==> src/rtl/core/wrsi_pkg.sv <==
`timescale 1ns / 1ps

package wrsi_pkg;

  // Field widths
  localparam int PRICE_W = 32;
  localparam int PER_W   = 8;
  localparam int RSI_W   = 15;
  localparam int COUNT_W = 9;

  // Averages: Q16.16 price with 16 extra fraction bits
  localparam int AVG_W   = 60;
  // Gain or loss of one beat: 32-bit magnitude shifted up by 16
  localparam int X_W     = 48;
  // 25 * average, and the gain + loss sum
  localparam int PROD_W  = 65;
  localparam int SUM_W   = 61;
  // Ratio quotient bits (quotient never exceeds 25600)
  localparam int QR_W    = 15;
  // Low product bits left below the preloaded remainder
  localparam int PLO_W   = 5;
  localparam int CNT_W   = 7;

  localparam logic [RSI_W-1:0]   RSI_FULL   = 15'd25600;
  localparam logic [RSI_W-1:0]   RSI_HALF   = 15'd12800;
  localparam logic [COUNT_W-1:0] COUNT_MAX  = 9'd511;
  localparam logic [PER_W-1:0]   PER_RESET  = 8'd14;
  // 25600 = 25 * 2^10
  localparam logic [5:0]         RATIO_MUL  = 6'd25;

  typedef logic signed [PRICE_W-1:0] price_t;
  typedef logic [PER_W-1:0]          period_t;
  typedef logic [RSI_W-1:0]          rsi_t;
  typedef logic [AVG_W-1:0]          avg_t;

endpackage

==> src/rtl/core/wrsi_in_if.sv <==
`timescale 1ns / 1ps

interface wrsi_in_if;
  import wrsi_pkg::*;

  logic   valid;
  logic   ready;
  price_t price;
  logic   series_start;

  modport source (output valid, output price, output series_start, input ready);
  modport sink   (input valid, input price, input series_start, output ready);

endinterface

==> src/rtl/core/wrsi_out_if.sv <==
`timescale 1ns / 1ps

interface wrsi_out_if;
  import wrsi_pkg::*;

  logic valid;
  logic ready;
  rsi_t rsi_value;
  logic warmed_up;

  modport source (output valid, output rsi_value, output warmed_up, input ready);
  modport sink   (input valid, input rsi_value, input warmed_up, output ready);

endinterface

==> src/rtl/core/wrsi_cfg_if.sv <==
`timescale 1ns / 1ps

interface wrsi_cfg_if;
  import wrsi_pkg::*;

  logic    valid;
  logic    ready;
  period_t period_len;

  modport source (output valid, output period_len, input ready);
  modport sink   (input valid, input period_len, output ready);

endinterface

==> src/rtl/core/wilder_rsi_stream.sv <==
`timescale 1ns / 1ps

// Channel | Port   | Dir | Payload
// --------+--------+-----+--------------------------------------------
// cfg     | cfg_if | in  | period_len (8b), write-only, always ready
// in      | in_if  | in  | price (s32 Q16.16), series_start (1b)
// out     | out_if | out | rsi_value (15b Q7.8), warmed_up (1b)
//
// One input beat at a time. The first sample of a series goes straight to the
// result hand-off. A warm-up beat without divide runs the bit-serial
// multiply-accumulate; a beat that divides by the period adds the bit-serial
// divide by the period and, when the RSI ratio runs, the serial x25 product
// and the 15-step ratio divide.
// Reset (rst_n low, synchronous) empties the series and sets period to 14.
// A result waits in the output register; the next input beat is taken while
// it waits, and only the final hand-off stalls on out_if.ready.

module wilder_rsi_stream #(
  parameter int MAX_PERIOD = 255
) (
  input  logic              clk,
  input  logic              rst_n,
  wrsi_cfg_if.sink          cfg_if,
  wrsi_in_if.sink           in_if,
  wrsi_out_if.source        out_if
);
  import wrsi_pkg::*;

  localparam logic [2:0] S_IDLE = 3'd0;
  localparam logic [2:0] S_MAC  = 3'd1;
  localparam logic [2:0] S_DIV  = 3'd2;
  localparam logic [2:0] S_MUL  = 3'd3;
  localparam logic [2:0] S_RDIV = 3'd4;
  localparam logic [2:0] S_DONE = 3'd5;

  localparam logic [CNT_W-1:0] MAC_LAST  = CNT_W'(AVG_W - 1);
  localparam logic [CNT_W-1:0] MUL_LAST  = CNT_W'(PROD_W - 1);
  localparam logic [CNT_W-1:0] SUM_END   = CNT_W'(SUM_W);
  localparam logic [CNT_W-1:0] RDIV_LAST = CNT_W'(QR_W - 1);

  // Control and series state
  logic [2:0]         state_r, state_nxt;
  logic [CNT_W-1:0]   cnt_r, cnt_nxt;
  period_t            period_len_r, period_len_nxt;
  period_t            p_r, p_nxt;
  period_t            m_r, m_nxt;
  logic               div_en_r, div_en_nxt;
  price_t             prev_r, prev_nxt;
  logic [COUNT_W-1:0] count_r, count_nxt;
  avg_t               gavg_r, gavg_nxt;
  avg_t               lavg_r, lavg_nxt;

  // Serial lanes
  avg_t               ga_r, ga_nxt;
  avg_t               la_r, la_nxt;
  logic [X_W-1:0]     gx_r, gx_nxt;
  logic [X_W-1:0]     lx_r, lx_nxt;
  avg_t               gacc_r, gacc_nxt;
  avg_t               lacc_r, lacc_nxt;
  logic [PER_W-1:0]   gc_r, gc_nxt;
  logic [PER_W-1:0]   lc_r, lc_nxt;
  logic [PER_W-1:0]   grem_r, grem_nxt;
  logic [PER_W-1:0]   lrem_r, lrem_nxt;

  // Ratio stage
  logic [PROD_W-1:0]  prod_r, prod_nxt;
  logic [4:0]         mc_r, mc_nxt;
  logic [SUM_W-1:0]   sum_r, sum_nxt;
  logic               sc_r, sc_nxt;
  logic [SUM_W-1:0]   rem_r, rem_nxt;
  logic [QR_W-1:0]    dlo_r, dlo_nxt;
  logic [QR_W-1:0]    q_r, q_nxt;

  // Result and output register
  rsi_t               res_rsi_r, res_rsi_nxt;
  logic               res_warm_r, res_warm_nxt;
  logic               out_valid_r, out_valid_nxt;
  rsi_t               out_rsi_r, out_rsi_nxt;
  logic               out_warm_r, out_warm_nxt;

  // Effective period, clamped to 1..MAX_PERIOD
  period_t            p_cur;
  always_comb begin
    if (period_len_r == '0) begin
      p_cur = period_t'(1);
    end else if (32'(period_len_r) > MAX_PERIOD) begin
      p_cur = PER_W'(MAX_PERIOD);
    end else begin
      p_cur = period_len_r;
    end
  end

  // Price change and its gain / loss split
  logic signed [PRICE_W:0] diff;
  logic [PRICE_W:0]        neg_diff;
  logic                    first_smp;
  logic                    sum_mode;
  assign diff      = {in_if.price[PRICE_W-1], in_if.price} - {prev_r[PRICE_W-1], prev_r};
  assign neg_diff  = -diff;
  assign first_smp = in_if.series_start || (count_r == '0);
  assign sum_mode  = ({1'b0, p_cur} >= count_r);

  // One bit of acc = a * m + x per lane
  logic [PER_W:0] gmac, lmac;
  avg_t           gacc_new, lacc_new;
  assign gmac     = {1'b0, ga_r[0] ? m_r : '0} + (PER_W+1)'(gx_r[0]) + {1'b0, gc_r};
  assign lmac     = {1'b0, la_r[0] ? m_r : '0} + (PER_W+1)'(lx_r[0]) + {1'b0, lc_r};
  assign gacc_new = {gmac[0], gacc_r[AVG_W-1:1]};
  assign lacc_new = {lmac[0], lacc_r[AVG_W-1:1]};

  // One quotient bit of a / p per lane
  logic [PER_W:0] gdt, ldt, gds, lds;
  logic           gge, lge;
  avg_t           gq, lq;
  assign gdt = {grem_r, ga_r[AVG_W-1]};
  assign ldt = {lrem_r, la_r[AVG_W-1]};
  assign gge = (gdt >= {1'b0, p_r});
  assign lge = (ldt >= {1'b0, p_r});
  assign gds = gdt - {1'b0, p_r};
  assign lds = ldt - {1'b0, p_r};
  assign gq  = {ga_r[AVG_W-2:0], gge};
  assign lq  = {la_r[AVG_W-2:0], lge};

  // Serial 25 * gain and gain + loss
  logic [5:0]        mt;
  logic [PROD_W-1:0] prod_new;
  logic              sbit, scar;
  assign mt       = (ga_r[0] ? RATIO_MUL : 6'd0) + {1'b0, mc_r};
  assign prod_new = {mt[0], prod_r[PROD_W-1:1]};
  assign sbit     = ga_r[0] ^ la_r[0] ^ sc_r;
  assign scar     = (ga_r[0] & la_r[0]) | (sc_r & (ga_r[0] ^ la_r[0]));

  // One quotient bit of the ratio divide
  logic [SUM_W:0] rdt, rds;
  logic           rge;
  assign rdt = {rem_r, dlo_r[QR_W-1]};
  assign rge = (rdt >= {1'b0, sum_r});
  assign rds = rdt - {1'b0, sum_r};

  // Next-state logic
  always_comb begin
    state_nxt      = state_r;
    cnt_nxt        = cnt_r;
    period_len_nxt = period_len_r;
    p_nxt          = p_r;
    m_nxt          = m_r;
    div_en_nxt     = div_en_r;
    prev_nxt       = prev_r;
    count_nxt      = count_r;
    gavg_nxt       = gavg_r;
    lavg_nxt       = lavg_r;
    ga_nxt         = ga_r;
    la_nxt         = la_r;
    gx_nxt         = gx_r;
    lx_nxt         = lx_r;
    gacc_nxt       = gacc_r;
    lacc_nxt       = lacc_r;
    gc_nxt         = gc_r;
    lc_nxt         = lc_r;
    grem_nxt       = grem_r;
    lrem_nxt       = lrem_r;
    prod_nxt       = prod_r;
    mc_nxt         = mc_r;
    sum_nxt        = sum_r;
    sc_nxt         = sc_r;
    rem_nxt        = rem_r;
    dlo_nxt        = dlo_r;
    q_nxt          = q_r;
    res_rsi_nxt    = res_rsi_r;
    res_warm_nxt   = res_warm_r;
    out_valid_nxt  = out_valid_r;
    out_rsi_nxt    = out_rsi_r;
    out_warm_nxt   = out_warm_r;

    if (cfg_if.valid) begin
      period_len_nxt = cfg_if.period_len;
    end
    if (out_valid_r && out_if.ready) begin
      out_valid_nxt = 1'b0;
    end

    case (state_r)
      S_IDLE: begin
        if (in_if.valid) begin
          prev_nxt = in_if.price;
          if (first_smp) begin
            count_nxt    = COUNT_W'(1);
            gavg_nxt     = '0;
            lavg_nxt     = '0;
            res_rsi_nxt  = RSI_HALF;
            res_warm_nxt = 1'b0;
            state_nxt    = S_DONE;
          end else begin
            count_nxt  = (count_r == COUNT_MAX) ? count_r : count_r + 1'b1;
            ga_nxt     = gavg_r;
            la_nxt     = lavg_r;
            gx_nxt     = (!diff[PRICE_W] && diff != '0) ? {diff[PRICE_W-1:0], 16'd0} : '0;
            lx_nxt     = diff[PRICE_W] ? {neg_diff[PRICE_W-1:0], 16'd0} : '0;
            p_nxt      = p_cur;
            m_nxt      = sum_mode ? period_t'(1) : p_cur - 1'b1;
            div_en_nxt = !sum_mode || (count_r == {1'b0, p_cur});
            gc_nxt     = '0;
            lc_nxt     = '0;
            cnt_nxt    = '0;
            state_nxt  = S_MAC;
          end
        end
      end

      // acc = avg * m + x, LSB first
      S_MAC: begin
        gacc_nxt = gacc_new;
        lacc_nxt = lacc_new;
        gc_nxt   = gmac[PER_W:1];
        lc_nxt   = lmac[PER_W:1];
        ga_nxt   = ga_r >> 1;
        la_nxt   = la_r >> 1;
        gx_nxt   = gx_r >> 1;
        lx_nxt   = lx_r >> 1;
        if (cnt_r == MAC_LAST) begin
          cnt_nxt = '0;
          if (div_en_r) begin
            ga_nxt    = gacc_new;
            la_nxt    = lacc_new;
            grem_nxt  = '0;
            lrem_nxt  = '0;
            state_nxt = S_DIV;
          end else begin
            gavg_nxt     = gacc_new;
            lavg_nxt     = lacc_new;
            res_rsi_nxt  = RSI_HALF;
            res_warm_nxt = 1'b0;
            state_nxt    = S_DONE;
          end
        end else begin
          cnt_nxt = cnt_r + 1'b1;
        end
      end

      // Restoring divide by p, MSB first, quotient shifts into the lane
      S_DIV: begin
        grem_nxt = gge ? gds[PER_W-1:0] : gdt[PER_W-1:0];
        lrem_nxt = lge ? lds[PER_W-1:0] : ldt[PER_W-1:0];
        ga_nxt   = gq;
        la_nxt   = lq;
        if (cnt_r == MAC_LAST) begin
          cnt_nxt  = '0;
          gavg_nxt = gq;
          lavg_nxt = lq;
          if (lq == '0) begin
            res_rsi_nxt  = RSI_FULL;
            res_warm_nxt = 1'b1;
            state_nxt    = S_DONE;
          end else begin
            prod_nxt  = '0;
            mc_nxt    = '0;
            sum_nxt   = '0;
            sc_nxt    = 1'b0;
            state_nxt = S_MUL;
          end
        end else begin
          cnt_nxt = cnt_r + 1'b1;
        end
      end

      // 25 * gain and gain + loss, LSB first
      S_MUL: begin
        prod_nxt = prod_new;
        mc_nxt   = mt[5:1];
        ga_nxt   = ga_r >> 1;
        la_nxt   = la_r >> 1;
        if (cnt_r < SUM_END) begin
          sum_nxt = {sbit, sum_r[SUM_W-1:1]};
          sc_nxt  = scar;
        end
        if (cnt_r == MUL_LAST) begin
          // Quotient fits 15 bits, so the top dividend bits preload the remainder
          cnt_nxt   = '0;
          rem_nxt   = {1'b0, prod_new[PROD_W-1:PLO_W]};
          dlo_nxt   = {prod_new[PLO_W-1:0], (QR_W-PLO_W)'(0)};
          q_nxt     = '0;
          state_nxt = S_RDIV;
        end else begin
          cnt_nxt = cnt_r + 1'b1;
        end
      end

      // (25 * gain * 1024) / (gain + loss), last 15 quotient bits
      S_RDIV: begin
        rem_nxt = rge ? rds[SUM_W-1:0] : rdt[SUM_W-1:0];
        dlo_nxt = dlo_r << 1;
        q_nxt   = {q_r[QR_W-2:0], rge};
        if (cnt_r == RDIV_LAST) begin
          cnt_nxt      = '0;
          res_rsi_nxt  = {q_r[QR_W-2:0], rge};
          res_warm_nxt = 1'b1;
          state_nxt    = S_DONE;
        end else begin
          cnt_nxt = cnt_r + 1'b1;
        end
      end

      // Hand the result to the output register once it is free
      S_DONE: begin
        if (!out_valid_r || out_if.ready) begin
          out_valid_nxt = 1'b1;
          out_rsi_nxt   = res_rsi_r;
          out_warm_nxt  = res_warm_r;
          state_nxt     = S_IDLE;
        end
      end

      default: begin
        state_nxt = S_IDLE;
      end
    endcase
  end

  // Control registers
  always_ff @(posedge clk) begin
    if (!rst_n) begin
      state_r      <= S_IDLE;
      cnt_r        <= '0;
      period_len_r <= PER_RESET;
      count_r      <= '0;
      out_valid_r  <= 1'b0;
    end else begin
      state_r      <= state_nxt;
      cnt_r        <= cnt_nxt;
      period_len_r <= period_len_nxt;
      count_r      <= count_nxt;
      out_valid_r  <= out_valid_nxt;
    end
  end

  // Datapath registers
  always_ff @(posedge clk) begin
    p_r        <= p_nxt;
    m_r        <= m_nxt;
    div_en_r   <= div_en_nxt;
    prev_r     <= prev_nxt;
    gavg_r     <= gavg_nxt;
    lavg_r     <= lavg_nxt;
    ga_r       <= ga_nxt;
    la_r       <= la_nxt;
    gx_r       <= gx_nxt;
    lx_r       <= lx_nxt;
    gacc_r     <= gacc_nxt;
    lacc_r     <= lacc_nxt;
    gc_r       <= gc_nxt;
    lc_r       <= lc_nxt;
    grem_r     <= grem_nxt;
    lrem_r     <= lrem_nxt;
    prod_r     <= prod_nxt;
    mc_r       <= mc_nxt;
    sum_r      <= sum_nxt;
    sc_r       <= sc_nxt;
    rem_r      <= rem_nxt;
    dlo_r      <= dlo_nxt;
    q_r        <= q_nxt;
    res_rsi_r  <= res_rsi_nxt;
    res_warm_r <= res_warm_nxt;
    out_rsi_r  <= out_rsi_nxt;
    out_warm_r <= out_warm_nxt;
  end

  assign cfg_if.ready     = 1'b1;
  assign in_if.ready      = (state_r == S_IDLE);
  assign out_if.valid     = out_valid_r;
  assign out_if.rsi_value = out_rsi_r;
  assign out_if.warmed_up = out_warm_r;

`ifndef SYNTHESIS
  a_one_beat: assert property (@(posedge clk) disable iff (!rst_n)
    (in_if.valid && in_if.ready) |=> !in_if.ready)
    else $error("input taken while a beat is in flight");

  a_div_rem: assert property (@(posedge clk) disable iff (!rst_n)
    (state_r == S_DIV) |-> (grem_r < p_r && lrem_r < p_r))
    else $error("period divide remainder out of range");

  a_ratio_rem: assert property (@(posedge clk) disable iff (!rst_n)
    (state_r == S_RDIV) |-> (rem_r < sum_r))
    else $error("ratio remainder not below divisor");

  a_warmup_half: assert property (@(posedge clk) disable iff (!rst_n)
    (out_if.valid && !out_if.warmed_up) |-> (out_if.rsi_value == RSI_HALF))
    else $error("warm-up result is not 50");

  a_rsi_range: assert property (@(posedge clk) disable iff (!rst_n)
    (out_if.valid && out_if.warmed_up) |-> (out_if.rsi_value <= RSI_FULL))
    else $error("RSI above 100");
`endif

endmodule

==> src/flat_wrapper.sv <==
// flat-port wrapper written by rule: the top's interface ports become plain ports
module wilder_rsi_stream_flat import wrsi_pkg::*;
#(
  parameter int MAX_PERIOD = 255
)
  (clk, rst_n, cfg_if_valid, cfg_if_period_len, cfg_if_ready, in_if_valid, in_if_price, in_if_series_start, in_if_ready, out_if_valid, out_if_rsi_value, out_if_warmed_up, out_if_ready);
  wrsi_cfg_if cfg_if_i ();
  wrsi_in_if in_if_i ();
  wrsi_out_if out_if_i ();
  input  logic clk;
  input  logic rst_n;
  input wire logic [$bits(cfg_if_i.valid)-1:0] cfg_if_valid;
  input wire logic [$bits(cfg_if_i.period_len)-1:0] cfg_if_period_len;
  output wire logic [$bits(cfg_if_i.ready)-1:0] cfg_if_ready;
  input wire logic [$bits(in_if_i.valid)-1:0] in_if_valid;
  input wire logic [$bits(in_if_i.price)-1:0] in_if_price;
  input wire logic [$bits(in_if_i.series_start)-1:0] in_if_series_start;
  output wire logic [$bits(in_if_i.ready)-1:0] in_if_ready;
  output wire logic [$bits(out_if_i.valid)-1:0] out_if_valid;
  output wire logic [$bits(out_if_i.rsi_value)-1:0] out_if_rsi_value;
  output wire logic [$bits(out_if_i.warmed_up)-1:0] out_if_warmed_up;
  input wire logic [$bits(out_if_i.ready)-1:0] out_if_ready;
  assign cfg_if_i.valid = cfg_if_valid;
  assign cfg_if_i.period_len = cfg_if_period_len;
  assign cfg_if_ready = cfg_if_i.ready;
  assign in_if_i.valid = in_if_valid;
  assign in_if_i.price = in_if_price;
  assign in_if_i.series_start = in_if_series_start;
  assign in_if_ready = in_if_i.ready;
  assign out_if_valid = out_if_i.valid;
  assign out_if_rsi_value = out_if_i.rsi_value;
  assign out_if_warmed_up = out_if_i.warmed_up;
  assign out_if_i.ready = out_if_ready;
  wilder_rsi_stream #(.MAX_PERIOD(MAX_PERIOD)) u_core (.clk(clk), .rst_n(rst_n), .cfg_if(cfg_if_i), .in_if(in_if_i), .out_if(out_if_i));
endmodule
==> config.mk <==
export PLATFORM = sky130hd
export DESIGN_NAME = wilder_rsi_stream_flat
export DESIGN_NICKNAME = d
export VERILOG_FILES = /design/src/rtl/core/wrsi_pkg.sv /design/src/rtl/core/wrsi_in_if.sv /design/src/rtl/core/wrsi_out_if.sv /design/src/rtl/core/wrsi_cfg_if.sv /design/src/rtl/core/wilder_rsi_stream.sv /design/src/flat_wrapper.sv
export SDC_FILE = /design/constraint.sdc
export NUM_CORES = 1
export LEC_CHECK = 0
export ABC_AREA = 1
export BUFFER_PORTS_ARGS = -buffer_cell sky130_fd_sc_hd__buf_4
export CAP_MARGIN = 25
export CORE_ASPECT_RATIO = 0.8
export CORE_MARGIN = 1
export CORE_UTILIZATION = 50
export CTS_CLUSTER_SIZE = 12
export DETAILED_ROUTE_END_ITERATION = 8
export PLACE_DENSITY = 0.68
export SLEW_MARGIN = 20
export SYNTH_ARGS = -nofsm -noshare
export SYNTH_HDL_FRONTEND = slang
export SYNTH_SLANG_ARGS = --single-unit
export TNS_END_PERCENT = 5
==> constraint.sdc <==
create_clock -name clk -period 9.65 [get_ports clk]
set_clock_uncertainty 0.15 [all_clocks]
set_input_delay 0.965 -clock clk [delete_from_list [all_inputs] [get_ports clk]]
set_output_delay 0.965 -clock clk [all_outputs]
set_load 0.005 [all_outputs]
==> run summary <==
Starting Density - 50.9%
Prevailing post-synth register cell - edfxtp_1
CP endpoint kind - register
R2r setup slk - 4850 ps
Placer congestion estimate - 0.983
Routed len/inst - 17.8 µm
Final Max Tran Viols - 0
All-layer global routing usage - 24.4%
CTS tree - yes
Pwr per Cell Area - 307 nW/µm²
Iteration-0 DRC count of the detailed router - 3,334
Yosys Warn Count - 0
Rel. slew slack - 30.9%
Largest net degree at the start of global routing - 157
Setup TNS Final - 0 ps
Die footprint - 89,100 µm²
# setup viols final - 0
Antenna violations before repair - 0
CTS H-tree depth - 3
IO Count - 65
Root Driver - clkbuf_16
Synthesized instance count - 4,955
Critical Path RT - 9760 ps
Crit Path Max Fanout - 70
Maximum VDD drop - 0.000291 V
Most common cell after layout, fill and taps aside - nand2_1
Detailed Place HPWL - 74,100 µm
Remaining DRCs - 0
Hold Crit Class - reg -> reg
Vias - 34,000
Highest Clock Rate - 208 MHz
Inserted Clock Buffers - 83
Clock-pin slew on the worst setup and hold paths - 60 ps
Clock buffer depth - 3
FF-to-FF Start - u_core.state_r[2]$_SDFFE_PN0P_
Fill count - 7,739
Critical path launch point - u_core.state_r[2]$_SDFFE_PN0P_
Setup bufs post-CTS - 0
Ant. Diodes - 0
Port bufs - 63
Standard-cell row count - 96
End of the critical path - u_core.gavg_r[23]$_DFFE_PP_
R2R depth - 11
First-pass GRT wire length - 175,000 µm
EDFF count, synth - 778
Core Region - 86,400 µm²
Insertion delay to the later sink of the worst-skew pair - 650 ps
Crit path DAT - 4910 ps
Worst r2r dst - u_core.gavg_r[23]$_DFFE_PP_
CTS resizes - 0
Global route overflow - 0
Avg Vias per Cell - 5.54
Post-DRT Antenna Nets - 0
Ys async rst share - 0%
Nets - 5,158
Yosys reg bits - 806
RSZ-0062 raised after global routing - false
Final hold violation count - 0
Status - complete, no violations
Leakage - 20.0 nW
Count of cell types in the netlist - 57
Most frequent cells in the layout - 1,066 x nand2_1, 778 x edfxtp_1, 751 x inv_1
Post-synthesis sequential area ratio - 54.4%
Share of cells above drive strength 1 - 5.52%
Synthesized area per cell - 8.87 µm²
Final min period - 4800 ps
Pre-antenna DRT Iters - 6
Vias in the first global route - 32,300
Min Hold Slack - 268 ps
Die height - 267 µm
Post-synth net total - 5,153
Synthesized cell area - 43,900 µm²
Area growth syn-to-layout - 9.26%
Max cap viols - 0
Final WL - 109,000 µm
Slew @ Worst Pin - 1040 ps
Final Cycle Share - 49.7%
Worst Path Class, Setup - reg -> reg
CP Launch Type - register
Sink Count - 806
DIE WIDTH - 333 µm
Hold buffers post-CTS - 0
logic make-up (layout without fill, tap and decap cells):
family / count (synthesis) / count (layout) / synth area share [%]
flip-flops: 806 / 806 / 54.4
buffers and inverters: 939 / 999 / 8.21
XOR/XNOR: 73 / 73 / 1.46
adder cells (fa/ha/maj): 152 / 152 / 4.48
AO/OA/AOI/OAI: 933 / 933 / 11.7
AND/OR/NAND/NOR: 2051 / 2051 / 19.7
other: 1 / 1 / 0.00854
synthesized netlist by cell type, types with 10 or more instances:
| library cell | count | area [µm²] |
|---|---|---|
| o21a_1 | 10 | 75.1 |
| xor2_1 | 34 | 298 |
| clkbuf_1 | 140 | 526 |
| a21o_1 | 17 | 128 |
| nand2_1 | 1067 | 4010 |
| o21ai_0 | 418 | 2090 |
| nand2_2 | 14 | 87.6 |
| a22oi_1 | 31 | 233 |
| nand3_2 | 13 | 130 |
| a21oi_1 | 312 | 1560 |
| o21ai_1 | 11 | 55.1 |
| o211ai_1 | 26 | 195 |
| edfxtp_1 | 778 | 23400 |
| inv_1 | 754 | 2830 |
| nor2_1 | 536 | 2010 |
| xnor2_1 | 39 | 342 |
| o21bai_1 | 11 | 82.6 |
| o22ai_1 | 36 | 225 |
| o2111ai_1 | 35 | 307 |
| dfxtp_1 | 28 | 561 |
| nand3_1 | 210 | 1050 |
| ha_1 | 143 | 1790 |
| nor2_2 | 15 | 93.8 |
| nor3_1 | 39 | 195 |
| nand4_1 | 100 | 626 |
| buf_2 | 12 | 60.1 |
| buf_1 | 14 | 52.6 |
| nor4_1 | 19 | 119 |
routing by layer:
layer	track usage, %	share of wire (%)	wire length [µm]	vias to the layer above
li1	-	-	-	16700
met3	3.65	6.8	7440	137
met1	36.3	48	52000	16100
met5	0	0	0	-
met4	5.80	1.8	1960	0
met2	37.7	44	47900	1090
sequential cells by signal, summed over array words and instances, names as in the netlist, 7 cells and up:
signal / cells
u_core.lavg_r: 60
u_core.la_r: 60
u_core.lx_r: 48
u_core.gacc_r: 59
u_core.ga_r: 60
u_core.lrem_r: 8
u_core.prev_r: 32
u_core.grem_r: 8
u_core.rem_r: 61
u_core.out_if.rsi_value: 15
u_core.lc_r: 8
u_core.q_r: 14
u_core.sum_r: 61
u_core.gavg_r: 60
u_core.res_rsi_r: 15
u_core.m_r: 8
u_core.p_r: 8
u_core.count_r: 9
u_core.gx_r: 48
u_core.cnt_r: 7
u_core.period_len_r: 8
u_core.gc_r: 8
u_core.lacc_r: 59
u_core.prod_r: 64
report_power, final:
group,internal [W],switching [W]
logic,0.00157,0.00377
registers,0.00569,0.000618
clock network,0.00172,0.00136
total,0.00897,0.00575
worst max-delay path, stage by stage, from the launching register on:
cell and delay, ps:
dfxtp_1 470, nor2_1 110, inv_1 160, nor2_4 40, buf_4 370, inv_2 820, nor2_1 120, inv_1 150
nand4_1 200, nor3_4 160, buf_4 730, buf_4 840
final cells by class:
class                   instances  area (µm²)  share of cell area (%)
flip-flops and latches        806       23900                    49.8
multi-input cells            3210       16500                    34.4
inverters                     763        2880                    5.99
clock buffers                 117        2300                    4.79
well taps                    1127        1410                    2.94
repair buffers                 96         753                    1.57
clock inverters                23         231                   0.482
stage by stage:
stage / area (µm²) / setup WS [ps] / power (W) / utilization [%] / std cells
2_1_floorplan: 43900 / 2030 / 0.0101 / - / 4955
3_3_place_gp: 45400 / 4820 / 0.0115 / 52.6 / 6000
3_5_place_dp: 45500 / 4850 / 0.0116 / 52.6 / 6001
4_1_cts: 48000 / 4830 / 0.0147 / 55.6 / 6141
5_1_grt: 48000 / 4530 / 0.0157 / 55.6 / 6142
6_report: 48000 / 4850 / 0.0147 / 55.6 / 6142
worst min-delay path by stage:
| stage | start | to | slack (ps) | cells past startpoint |
|---|---|---|---|---|
| final | u_core.res_rsi_r[2]$_DFFE_PP_ | u_core.out_if.rsi_value[2]$_DFFE_PP_ | 270 | 0 |
| after global routing | u_core.res_rsi_r[4]$_DFFE_PP_ | u_core.out_if.rsi_value[4]$_DFFE_PP_ | 280 | 0 |
| after CTS | u_core.res_rsi_r[2]$_DFFE_PP_ | u_core.out_if.rsi_value[2]$_DFFE_PP_ | 270 | 0 |
| after detailed placement | u_core.res_rsi_r[2]$_DFFE_PP_ | u_core.out_if.rsi_value[2]$_DFFE_PP_ | 260 | 0 |
| after global placement | u_core.res_rsi_r[4]$_DFFE_PP_ | u_core.out_if.rsi_value[4]$_DFFE_PP_ | 250 | 0 |
| after floorplan | u_core.res_rsi_r[0]$_DFFE_PP_ | u_core.out_if.rsi_value[0]$_DFFE_PP_ | 250 | 0 |
Power figures use the tool's default switching activity.
